<file path="src/rtl/mpol_pkg.sv">
`timescale 1ns / 1ps
package mpol_pkg;

	// tracker modes
	localparam logic [1:0] MODE_SCAN  = 2'd0;
	localparam logic [1:0] MODE_TRACK = 2'd1;
	localparam logic [1:0] MODE_LOCK  = 2'd2;

	// input actions
	localparam logic ACT_SAMPLE = 1'b0;
	localparam logic ACT_RESCAN = 1'b1;

	// configuration register indexes
	localparam int CFG_IDX_W  = 3;
	localparam int CFG_DATA_W = 24;
	localparam logic [CFG_IDX_W-1:0] CFG_SCAN_START  = 3'd0;
	localparam logic [CFG_IDX_W-1:0] CFG_SCAN_STEP   = 3'd1;
	localparam logic [CFG_IDX_W-1:0] CFG_DUTY_MIN    = 3'd2;
	localparam logic [CFG_IDX_W-1:0] CFG_DUTY_MAX    = 3'd3;
	localparam logic [CFG_IDX_W-1:0] CFG_DUTY_STEP   = 3'd4;
	localparam logic [CFG_IDX_W-1:0] CFG_DEADBAND    = 3'd5;
	localparam logic [CFG_IDX_W-1:0] CFG_LOCK_THRESH = 3'd6;
	localparam logic [CFG_IDX_W-1:0] CFG_LOCK_LIMIT  = 3'd7;

	// power-on value of the sweep duty and of the applied duty
	localparam logic [6:0] RESET_DUTY = 7'd10;

	// queue between front and back
	localparam int Q_DEPTH = 4;
	localparam int Q_PTR_W = $clog2(Q_DEPTH);

	typedef struct packed {
		logic [6:0]  scan_start_duty;
		logic [5:0]  scan_step;
		logic [6:0]  duty_min;
		logic [6:0]  duty_max;
		logic [4:0]  duty_step;
		logic [23:0] perturb_deadband;
		logic [23:0] lock_power_threshold;
		logic [7:0]  lock_count_limit;
	} cfg_t;

	// one classified word handed from front to back
	typedef struct packed {
		logic        action;
		logic [31:0] power;
		logic        over_band;
		logic        stable;
		logic        not_rise;
	} entry_t;

endpackage

</file>
<file path="src/rtl/mppt_perturb_observe_scan_lock.sv">
`timescale 1ns / 1ps
// A word passes through the front multiply stage, the queue and the back output registers in turn.
// Throughput: one word per cycle while neither input nor output stalls; the back's state update is combinational.
// The front multiply stage and a four-entry queue let input and output stall independently.
// Reset (async, active low) restores the register defaults, scanning mode at duty 10,
// and empties the pipeline and queue; no clearing pass is needed.
module mppt_perturb_observe_scan_lock #(
	parameter int PWM_PERIOD_COUNTS = 8400
) (
	input  logic        clk,
	input  logic        arst_n,
	input  logic        in_valid,
	output logic        in_stall,
	input  logic        action,
	input  logic [15:0] pv_voltage,
	input  logic [15:0] pv_current,
	output logic        out_valid,
	input  logic        out_stall,
	output logic [6:0]  duty_percent,
	output logic [13:0] pwm_compare,
	output logic [1:0]  tracker_mode,
	output logic [31:0] measured_power,
	output logic [31:0] best_power,
	input  logic        cfg_we,
	input  logic [mpol_pkg::CFG_IDX_W-1:0]  cfg_index,
	input  logic [mpol_pkg::CFG_DATA_W-1:0] cfg_data
);
	import mpol_pkg::*;

	cfg_t   cfg_q;
	logic   push;
	entry_t push_entry;
	logic   pop;
	logic   q_full;
	logic   q_valid;
	entry_t q_head;

	// write configuration registers
	always_ff @(posedge clk or negedge arst_n) begin
		if (!arst_n) begin
			cfg_q.scan_start_duty      <= 7'd10;
			cfg_q.scan_step            <= 6'd5;
			cfg_q.duty_min             <= 7'd5;
			cfg_q.duty_max             <= 7'd90;
			cfg_q.duty_step            <= 5'd1;
			cfg_q.perturb_deadband     <= 24'd10000;
			cfg_q.lock_power_threshold <= 24'd100000;
			cfg_q.lock_count_limit     <= 8'd10;
		end else if (cfg_we) begin
			case (cfg_index)
				CFG_SCAN_START:  cfg_q.scan_start_duty      <= cfg_data[6:0];
				CFG_SCAN_STEP:   cfg_q.scan_step            <= cfg_data[5:0];
				CFG_DUTY_MIN:    cfg_q.duty_min             <= cfg_data[6:0];
				CFG_DUTY_MAX:    cfg_q.duty_max             <= cfg_data[6:0];
				CFG_DUTY_STEP:   cfg_q.duty_step            <= cfg_data[4:0];
				CFG_DEADBAND:    cfg_q.perturb_deadband     <= cfg_data;
				CFG_LOCK_THRESH: cfg_q.lock_power_threshold <= cfg_data;
				CFG_LOCK_LIMIT:  cfg_q.lock_count_limit     <= cfg_data[7:0];
				default: ;
			endcase
		end
	end

	mpol_front u_front (
		.clk        (clk),
		.arst_n     (arst_n),
		.in_valid   (in_valid),
		.in_stall   (in_stall),
		.action     (action),
		.pv_voltage (pv_voltage),
		.pv_current (pv_current),
		.cfg        (cfg_q),
		.q_full     (q_full),
		.push       (push),
		.push_entry (push_entry)
	);

	mpol_queue u_queue (
		.clk        (clk),
		.arst_n     (arst_n),
		.push       (push),
		.push_entry (push_entry),
		.pop        (pop),
		.q_full     (q_full),
		.q_valid    (q_valid),
		.q_head     (q_head)
	);

	mpol_back #(
		.PWM_PERIOD_COUNTS (PWM_PERIOD_COUNTS)
	) u_back (
		.clk            (clk),
		.arst_n         (arst_n),
		.cfg            (cfg_q),
		.q_valid        (q_valid),
		.q_head         (q_head),
		.pop            (pop),
		.out_valid      (out_valid),
		.out_stall      (out_stall),
		.duty_percent   (duty_percent),
		.pwm_compare    (pwm_compare),
		.tracker_mode   (tracker_mode),
		.measured_power (measured_power),
		.best_power     (best_power)
	);

	// front stalls only on a full queue
	a_stall_full: assert property (@(posedge clk) disable iff (!arst_n)
		in_stall |-> q_full)
		else $error("input stalled while queue has room");

	// a popped rescan word reports scanning with cleared best power
	a_rescan_out: assert property (@(posedge clk) disable iff (!arst_n)
		pop && q_head.action == ACT_RESCAN |=>
		out_valid && tracker_mode == MODE_SCAN && best_power == 32'd0)
		else $error("rescan word did not restart the sweep");

	// no reserved mode code reaches the output
	a_mode_code: assert property (@(posedge clk) disable iff (!arst_n)
		out_valid |-> tracker_mode != 2'd3)
		else $error("reserved tracker mode on output");

	// queue never pops empty
	a_pop_valid: assert property (@(posedge clk) disable iff (!arst_n)
		pop |-> q_valid)
		else $error("pop from empty queue");

endmodule

</file>
<file path="src/rtl/mpol_front.sv">
`timescale 1ns / 1ps
module mpol_front (
	input  logic            clk,
	input  logic            arst_n,
	input  logic            in_valid,
	output logic            in_stall,
	input  logic            action,
	input  logic [15:0]     pv_voltage,
	input  logic [15:0]     pv_current,
	input  mpol_pkg::cfg_t  cfg,
	input  logic            q_full,
	output logic            push,
	output mpol_pkg::entry_t push_entry
);
	import mpol_pkg::*;

	logic        valid_s1;
	logic        action_s1;
	logic [31:0] power_s1;
	logic [31:0] last_power_q;
	logic [31:0] delta;

	// hold the stage while the queue is full
	assign in_stall = valid_s1 && q_full;
	assign push     = valid_s1 && !q_full;

	always_ff @(posedge clk or negedge arst_n) begin
		if (!arst_n) begin
			valid_s1     <= 1'b0;
			last_power_q <= '0;
		end else begin
			if (!in_stall)
				valid_s1 <= in_valid;
			if (push && action_s1 == ACT_SAMPLE)
				last_power_q <= power_s1;
		end
	end

	// form power in microwatts
	always_ff @(posedge clk) begin
		if (!in_stall && in_valid) begin
			action_s1 <= action;
			power_s1  <= {16'd0, pv_voltage} * {16'd0, pv_current};
		end
	end

	// classify the change against the previous sample
	always_comb begin
		if (power_s1 >= last_power_q)
			delta = power_s1 - last_power_q;
		else
			delta = last_power_q - power_s1;
		push_entry.action    = action_s1;
		push_entry.power     = power_s1;
		push_entry.over_band = delta > {8'd0, cfg.perturb_deadband};
		push_entry.stable    = delta < {8'd0, cfg.lock_power_threshold};
		push_entry.not_rise  = power_s1 <= last_power_q;
	end

endmodule

</file>
<file path="src/rtl/mpol_queue.sv">
`timescale 1ns / 1ps
module mpol_queue (
	input  logic             clk,
	input  logic             arst_n,
	input  logic             push,
	input  mpol_pkg::entry_t push_entry,
	input  logic             pop,
	output logic             q_full,
	output logic             q_valid,
	output mpol_pkg::entry_t q_head
);
	import mpol_pkg::*;

	entry_t             mem_q [Q_DEPTH];
	logic [Q_PTR_W-1:0] wr_ptr_q;
	logic [Q_PTR_W-1:0] rd_ptr_q;
	logic [Q_PTR_W:0]   count_q;

	assign q_full  = count_q == (Q_PTR_W+1)'(Q_DEPTH);
	assign q_valid = count_q != '0;
	assign q_head  = mem_q[rd_ptr_q];

	// advance pointers and occupancy
	always_ff @(posedge clk or negedge arst_n) begin
		if (!arst_n) begin
			wr_ptr_q <= '0;
			rd_ptr_q <= '0;
			count_q  <= '0;
		end else begin
			if (push)
				wr_ptr_q <= wr_ptr_q + 1'b1;
			if (pop)
				rd_ptr_q <= rd_ptr_q + 1'b1;
			if (push && !pop)
				count_q <= count_q + 1'b1;
			else if (pop && !push)
				count_q <= count_q - 1'b1;
		end
	end

	always_ff @(posedge clk) begin
		if (push)
			mem_q[wr_ptr_q] <= push_entry;
	end

endmodule

</file>
<file path="src/rtl/mpol_back.sv">
`timescale 1ns / 1ps
module mpol_back #(
	parameter int PWM_PERIOD_COUNTS = 8400
) (
	input  logic             clk,
	input  logic             arst_n,
	input  mpol_pkg::cfg_t   cfg,
	input  logic             q_valid,
	input  mpol_pkg::entry_t q_head,
	output logic             pop,
	output logic             out_valid,
	input  logic             out_stall,
	output logic [6:0]       duty_percent,
	output logic [13:0]      pwm_compare,
	output logic [1:0]       tracker_mode,
	output logic [31:0]      measured_power,
	output logic [31:0]      best_power
);
	import mpol_pkg::*;

	typedef logic [127:0][13:0] pwm_lut_t;

	function automatic pwm_lut_t build_lut();
		pwm_lut_t   lut;
		longint     prod;
		for (int i = 0; i < 128; i++) begin
			prod   = longint'(i) * longint'(PWM_PERIOD_COUNTS);
			lut[i] = 14'(prod / 100);
		end
		return lut;
	endfunction

	localparam pwm_lut_t PWM_LUT = build_lut();

	function automatic logic [6:0] clamp(logic [7:0] d, logic [6:0] lo, logic [6:0] hi);
		if (d < {1'b0, lo})
			return lo;
		else if (d > {1'b0, hi})
			return hi;
		return d[6:0];
	endfunction

	logic [1:0]  mode_q, mode_n;
	logic [7:0]  sweep_q, sweep_n;
	logic [6:0]  applied_q, applied_n;
	logic        down_q, down_n;
	logic [31:0] peak_power_q, peak_power_n;
	logic [7:0]  peak_duty_q, peak_duty_n;
	logic [7:0]  stable_cnt_q, stable_cnt_n;
	logic [31:0] power_q, power_n;
	logic        out_valid_q;
	logic [6:0]  out_duty_q;
	logic [1:0]  out_mode_q;
	logic [31:0] out_power_q;
	logic [31:0] out_best_q;
	logic signed [8:0] nxt;
	logic [7:0]  nxt_clamped;
	logic [7:0]  cnt_inc;

	assign pop = q_valid && (!out_valid_q || !out_stall);

	// next state for one word
	always_comb begin
		mode_n       = mode_q;
		sweep_n      = sweep_q;
		applied_n    = applied_q;
		down_n       = down_q;
		peak_power_n = peak_power_q;
		peak_duty_n  = peak_duty_q;
		stable_cnt_n = stable_cnt_q;
		power_n      = power_q;
		nxt          = '0;
		nxt_clamped  = '0;
		cnt_inc      = (stable_cnt_q == 8'hFF) ? stable_cnt_q : stable_cnt_q + 8'd1;
		if (q_head.action == ACT_RESCAN) begin
			mode_n       = MODE_SCAN;
			sweep_n      = {1'b0, cfg.scan_start_duty};
			peak_power_n = '0;
			peak_duty_n  = {1'b0, cfg.scan_start_duty};
			stable_cnt_n = '0;
		end else begin
			power_n = q_head.power;
			case (mode_q)
				MODE_SCAN: begin
					if (q_head.power > peak_power_q) begin
						peak_power_n = q_head.power;
						peak_duty_n  = sweep_q;
					end
					sweep_n = sweep_q + {2'b0, cfg.scan_step};
					if (sweep_n > {1'b0, cfg.duty_max}) begin
						mode_n    = MODE_TRACK;
						down_n    = 1'b0;
						applied_n = clamp(peak_duty_n, cfg.duty_min, cfg.duty_max);
					end else begin
						applied_n = clamp(sweep_n, cfg.duty_min, cfg.duty_max);
					end
				end
				MODE_TRACK: begin
					// perturb outside the dead band, bounce at the limits
					if (q_head.over_band) begin
						down_n = down_q ^ q_head.not_rise;
						if (down_n)
							nxt = $signed({2'b0, applied_q}) - $signed({4'b0, cfg.duty_step});
						else
							nxt = $signed({2'b0, applied_q}) + $signed({4'b0, cfg.duty_step});
						if (nxt < $signed({2'b0, cfg.duty_min})) begin
							nxt_clamped = {1'b0, cfg.duty_min};
							down_n      = 1'b0;
						end else if (nxt > $signed({2'b0, cfg.duty_max})) begin
							nxt_clamped = {1'b0, cfg.duty_max};
							down_n      = 1'b1;
						end else begin
							nxt_clamped = nxt[7:0];
						end
						applied_n = clamp(nxt_clamped, cfg.duty_min, cfg.duty_max);
					end
					// count stable samples toward lock
					if (q_head.stable) begin
						stable_cnt_n = cnt_inc;
						if (cnt_inc >= cfg.lock_count_limit)
							mode_n = MODE_LOCK;
					end else begin
						stable_cnt_n = '0;
					end
				end
				MODE_LOCK: begin
					if (!q_head.stable) begin
						mode_n       = MODE_TRACK;
						stable_cnt_n = '0;
					end
				end
				default: begin
					mode_n = MODE_SCAN;
				end
			endcase
		end
	end

	// commit state and load the output word
	always_ff @(posedge clk or negedge arst_n) begin
		if (!arst_n) begin
			mode_q       <= MODE_SCAN;
			sweep_q      <= {1'b0, RESET_DUTY};
			applied_q    <= RESET_DUTY;
			down_q       <= 1'b0;
			peak_power_q <= '0;
			peak_duty_q  <= '0;
			stable_cnt_q <= '0;
			power_q      <= '0;
			out_valid_q  <= 1'b0;
		end else begin
			if (pop) begin
				mode_q       <= mode_n;
				sweep_q      <= sweep_n;
				applied_q    <= applied_n;
				down_q       <= down_n;
				peak_power_q <= peak_power_n;
				peak_duty_q  <= peak_duty_n;
				stable_cnt_q <= stable_cnt_n;
				power_q      <= power_n;
				out_valid_q  <= 1'b1;
			end else if (!out_stall) begin
				out_valid_q <= 1'b0;
			end
		end
	end

	always_ff @(posedge clk) begin
		if (pop) begin
			out_duty_q  <= applied_n;
			out_mode_q  <= (mode_n > MODE_LOCK) ? MODE_SCAN : mode_n;
			out_power_q <= power_n;
			out_best_q  <= peak_power_n;
		end
	end

	assign out_valid      = out_valid_q;
	assign duty_percent   = out_duty_q;
	assign pwm_compare    = PWM_LUT[out_duty_q];
	assign tracker_mode   = out_mode_q;
	assign measured_power = out_power_q;
	assign best_power     = out_best_q;

endmodule

</file>
<file path="config.mk">
export PLATFORM = sky130hd
export DESIGN_NAME = mppt_perturb_observe_scan_lock
export DESIGN_NICKNAME = d
export VERILOG_FILES = /design/src/rtl/mpol_pkg.sv /design/src/rtl/mppt_perturb_observe_scan_lock.sv /design/src/rtl/mpol_front.sv /design/src/rtl/mpol_queue.sv /design/src/rtl/mpol_back.sv
export SDC_FILE = /design/constraint.sdc
export NUM_CORES = 2
export LEC_CHECK = 0
export BUFFER_PORTS_ARGS = -buffer_cell sky130_fd_sc_hd__buf_2
export CAP_MARGIN = 20
export CORE_MARGIN = 4
export CORE_UTILIZATION = 32
export DETAILED_ROUTE_END_ITERATION = 7
export HOLD_SLACK_MARGIN = 0.02
export SYNTH_ARGS = -nofsm -noshare
export SYNTH_HDL_FRONTEND = slang
export SYNTH_SLANG_ARGS = --single-unit
</file>
<file path="constraint.sdc">
create_clock -name clk -period 7.7 [get_ports clk]
set_input_delay 0.77 -clock clk [delete_from_list [all_inputs] [get_ports clk]]
set_output_delay 0.77 -clock clk [all_outputs]
set_load 0.1 [all_outputs]
</file>
# ---- Word-level counts from Yosys, hierarchy flattened
# Memory sizes are Yosys's and may differ from the RTL's. A register that Yosys moved wholly into a read port is not among the register bits.
# Cells that the tools add are included.
dict set report totals {
  ff_bits 333
  ram_bits 144
  romBits 1792
  in_bits 65
  out_inout_bits 89
  elab_cells 178
  mem_count 2
}
dict set report classes {
  n_addsub 10
  n_mul 1
  order_cmp 16
  n_eq_ne 15
  muxes 71
  bitwise 3
  reduce_logical 32
}
# memory depth width rd rd_clocked_by_memory_dff write_ports line_no
set memory_table {}
lappend memory_table {{(no name shown)} 128 14 1 1 0 mpol_back.sv:179} ;# assign pwm_compare = PWM_LUT[out_duty_q];
lappend memory_table {u_queue.mem_q 4 36 1 0 1 mpol_queue.sv:14} ;# entry_t mem_q [Q_DEPTH];
# operator count
set ops {}
lappend ops {{$mux 32} 5}
lappend ops {{$mux 8} 16}
lappend ops {{$mux 7} 12}
lappend ops {{$sub 32x32->32} 2}
lappend ops {{$mux 9} 4}
lappend ops {{$ge 32x32->1} 1}
lappend ops {{$gt 32x24->1} 1}
lappend ops {{$gt 32x32->1} 1}
lappend ops {{$le 32x32->1} 1}
lappend ops {{$lt 32x24->1} 1}
lappend ops {{$mul 16x16->32} 1}
lappend ops {{$gt 8x7->1} 3}
lappend ops {{$lt 8x7->1} 3}
lappend ops {{$mux 1} 22}
lappend ops {{$reduce_and 2->1} 9}
lappend ops {{$pmux 8 s2} 1}
lappend ops {{$eq 3x3->1 const B} 5}
lappend ops {{$mux 14} 1}
lappend ops {{$pmux 7 s2} 1}
lappend ops {{$mux 2} 5}
lappend ops {{$gt 9x8->1} 1}
lappend ops {{$lt 9x8->1} 1}
lappend ops {{$add 7x5->8} 1}
lappend ops {{$add 8x1->8 const B} 1}
lappend ops {{other kinds (30)} 49}

# ---- Logic depth before layout (Yosys ltp)
# An unclocked memory read counts as a cell.
dict set report depth {
  ltp_word 23
  ltp_mapped 37
  ltp_nobuf 36
}

# ---- Modules after synthesis
# Synthesis repeated with hierarchy kept, for this count alone.
dict set report unflattened {
  cells_unflattened 3698
  hier_area_um2 37171.9
}
# mod instances cells_each area_per_inst_um2 seq_area_each_um2
set modules_own_cells {}
lappend modules_own_cells {mpol_front 1 1906 15668.8 1816.7}
lappend modules_own_cells {mpol_back 1 1376 12482.0 4914.7}
lappend modules_own_cells {mpol_queue 1 222 5605.4 4499.3}
lappend modules_own_cells {mppt_perturb_observe_scan_lock 1 194 3415.8 2232.1}

# ---- Least setup slack after synthesis
# OpenSTA, ideal clock, no wires.
dict set report synth_timing {
  path_kind {flip-flop to flip-flop}
  start {register u_queue.rd_ptr_q[0]}
  end {register, netlist name pwm_compare[8]}
  setup_time_ns 0.128
  t_arrival_ns 7.444
  required_ns 7.572
  slack_ns 0.128
  path_stages_with_launch 32
  n_path_buf 4
  synth_period_minus_slack_ns 7.572
  cell_sequence {dfrtp_1 -> buf_1 -> buf_1 -> mux4_2 -> ha_1 -> nand4_1 -> nor4_2 -> and4_1 -> buf_2 -> a311oi_1 -> nor2_1 -> mux2_2 -> ha_1 -> a21o_1 -> a21o_1 -> a21oi_1 -> nand2_1 -> nor3_1 -> a211oi_1 -> or2_2 -> clkbuf_1 -> o211a_1 -> o31ai_1 -> a22o_1 -> mux2_2 -> inv_1 -> ha_1 -> inv_1 -> a211oi_1 -> or4_1 -> o311ai_1 -> nor3_2}
}
# item line_no
set synth_rtl {}
lappend synth_rtl {{from (decl)} mpol_queue.sv:16} ;# logic [Q_PTR_W-1:0] rd_ptr_q;
lappend synth_rtl {{from (signal assigned)} mpol_queue.sv:33} ;# rd_ptr_q <= rd_ptr_q + 1'b1;

==> results.py <==
metrics = {
    "global_route": {
        "met3_usage_pct": 1.96,
        "grt.overflow.total": 0,
        "antenna_found_initial": 5,
        "grt_pass1_wl_mm": 154,
        "grt_usage_pct": 16.3,
        "gr-usage-met2_pct": 28.0,
        "grt_max_degree": 101,
        "met1_usage_pct": 21.8,
        "busiest_layer": "met2",
        "first_global_vias": 27300,
    },
    "timing": {
        "finClkSkew_ns": 0.0226,
        "tns_ns": 0,
        "timing.final.crit_share_pct": 94.7,
        "timing_hold_violations_final": 0,
        "relSlewSlack_pct": 38.2,
        "hold_ws_ns": 0.179,
        "fin_ws_ns": 0.407,
        "fmax_ghz": 0.137,
        "tightest_slew_ns": 0.927,
        "finalSetupViolCount": 0,
        "finalMaxSlewViolations": 0,
        "layout_min_cycle_time_ns": 7.29,
    },
    "critical_path": {
        "critPathSlowestCell": "dfstp_2",
        "reg2reg_to": "pwm_compare[8]$_DFF_P_",
        "reg2reg_slack_ns": 0.41,
        "cp_max_fo": 8,
        "ff2ff_path_depth": 35,
        "cp-end-kind": "flip-flop",
        "startpoint_type": "flip-flop",
        "max_stage_delay_ns": 0.54,
        "required_ns": 8.21,
        "cp.arrival_ns": 7.80,
        "critical_path_class": "flip-flop to flip-flop",
        "r2r-start": "cfg_q[56]$_DFFE_PN1P_",
    },
    "synthesis": {
        "synthesis.area_um2": 36200,
        "yosysMostFrequentCell": "nand2_1",
        "synth_xor_area_share_pct": 1.76,
        "ys_warn_count": 0,
        "synth_edf_count": 250,
        "synth_top_family_by_area": "adder cells",
        "synth_fa_ha_area_share_pct": 22.7,
        "synth_area_per_cell_um2": 9.95,
        "synth_cells": 3645,
        "synth_compound_area_share_pct": 12.8,
        "synthMuxAreaShare_pct": 5.81,
        "synth_area_leaders": "edfxtp_1 21%, dfrtp_1 14%, ha_1 12%",
        "synth-simple-area-share_pct": 13.6,
        "ys_ff_latch": 489,
        "yosysSeqAreaShare_pct": 37.1,
        "synthTopCellsByCount": "593 x nand2_1, 439 x inv_1, 337 x ha_1",
        "synth_ff_type": "edfxtp_1",
        "synth.distinct_cells": 90,
        "synth_area_leader_cell": "edfxtp_1",
        "synthArstFlopShare_pct": 46.4,
        "synth_top_area_share_pct": 20.7,
    },
    "routing": {
        "vias_per_cell": 5.01,
        "ant_nets": 0,
        "drt_iter0_drc": 1647,
        "drc_errors": 0,
        "drtPass1Iterations": 7,
        "vias": 27000,
        "wl_per_cell_um": 18.1,
        "routed_wl_mm": 97.4,
    },
    "floorplanning": {
        "core_area_um2": 112000,
        "die_w_um": 345,
        "start_util_pct": 32.2,
        "pin_count": 154,
        "die_h_um": 345,
        "placementRows": 123,
        "dieArea_um2": 119000,
    },
    "clock_tree": {
        "cts.clk_slew.worst_paths_ns": 0.06,
        "cts_max_level": 2,
        "cts_inserted_buffers": 53,
        "clock_sinks": 489,
        "cts_buffer_depth": 3,
        "cts-root-buf": "clkbuf_16",
        "cts_tree": "built",
        "ctsHoldBuffers": 0,
        "insertion_delay_ns": 0.63,
    },
    "finish": {
        "area_growth_syn_to_layout_pct": 13.9,
        "fill_cells": 11200,
        "regArea_um2": 13500,
        "nets": 4441,
        "final_area_um2": 41300,
        "antenna_cells": 0,
        "drive_gt1_share_pct": 15.1,
        "multi_input_area_um2": 20600,
    },
    "status": {
        "outcome": "finished, final reports clean",
    },
    "min_path": {
        "hold_class": "input pin to async pin",
    },
    "place": {
        "place_ws_ns": 0.0488,
        "io_buffers": 151,
        "place_hpwl_mm": 74.3,
        "postPlaceCellArea_um2": 39400,
        "gp_congestion": 0.915,
    },
    "flow_run": {
        "drv_cap": 0,
    },
}
-- cell usage in the layout, fill, tap and decap left out, types with 13 or more instances in the layout --
cell and instances:
a211oi_1 35, a21o_1 61, a21oi_1 208, a31oi_1 18, and2_1 107, and3_1 15, buf_2 151, buf_4 129
clkbuf_16 53, dfrtp_1 198, dfstp_2 28, edfxtp_1 250, fa_1 200, ha_1 337, inv_1 438, mux2_2 98
mux2i_1 18, mux4_2 36, nand2_1 593, nand2b_1 29, nand3_1 38, nand4_1 34, nor2_1 118, nor2b_1 30
nor3_1 33, o211ai_1 22, o21a_1 37, o21ai_0 178, o21bai_1 20, o22ai_1 20, or2_2 13, xnor2_1 50
xor2_1 21
-- metrics by stage --
stage	util, %	cells
2_1_floorplan	-	3646
3_3_place_gp	35.0	5281
3_5_place_dp	35.0	5283
4_1_cts	36.6	5383
5_1_grt	36.7	5384
6_report	36.7	5384
-- flip-flops by register name (all words and copies together), names as in the netlist, 8 cells and up --
signal and flops:
pwm_compare 12, u_front.power_s1 32, u_queue.mem_q 144, u_front.last_power_q 32, u_back.measured_power 32, u_back.peak_power_q 32, u_back.stable_cnt_q 8, u_back.peak_duty_q 8
cfg_q 88, u_back.best_power 32, u_back.sweep_q 8, u_back.power_q 32
-- what timing repair did --
action,4_1_cts,5_1_grt
endpoints found under the setup margin,0,5
buffers inserted,0,0
endpoints found under the hold margin,0,0
gates resized for setup,0,12
-- layout make-up --
type	count	area share [%]
clock inverter	39	1.05
inverter	440	4.01
clock buffer	61	3.31
tap	1500	4.55
sequential	489	32.6
multi-input combinational	2569	50.0
timing repair buffer	286	4.43
-- per-layer routing --
metal	share of wire, %	vias up
met1	45	13300
met5	0	-
met4	2.5	0
li1	-	12900
met3	4.8	146
met2	48	674
-- cells by family after synthesis --
logic type | Yosys count
xor+xnor | 72
other cells | 1
mux | 153
simple gates | 1071
buf+inv | 588
flops | 489
fa+ha+maj | 539
compound gates | 732
-- worst max-delay path, delay by kind of cell, from the launching register on --
family,cells,cell delay [ns]
and+or+nand+nor,7,1.45
adders and majority gates,4,1.22
DFF,1,0.54
AOI/OAI and AO/OA,17,2.91
xor gates and xnor gates,2,0.30
buffers and inverters,5,0.72
-- how the worst max path moves through the flow --
stage                                                from                        endpoint  depth (start not counted)
final                               cfg_q[56]$_DFFE_PN1P_          pwm_compare[8]$_DFF_P_                         35
after global routing      u_queue.rd_ptr_q[0]$_DFFE_PN0P_          pwm_compare[8]$_DFF_P_                         31
after CTS                 u_queue.rd_ptr_q[0]$_DFFE_PN0P_          pwm_compare[8]$_DFF_P_                         26
after detailed placement                    pv_current[1]  u_front.power_s1[30]$_DFFE_PP_                         28
after global placement                      pv_current[1]  u_front.power_s1[30]$_DFFE_PP_                         28
after floorplan           u_queue.rd_ptr_q[0]$_DFFE_PN0P_          pwm_compare[8]$_DFF_P_                         31
Power is left out: the tool's default activity adds up to more than one toggle a clock period on the data nets, which glitch-free logic cannot reach.
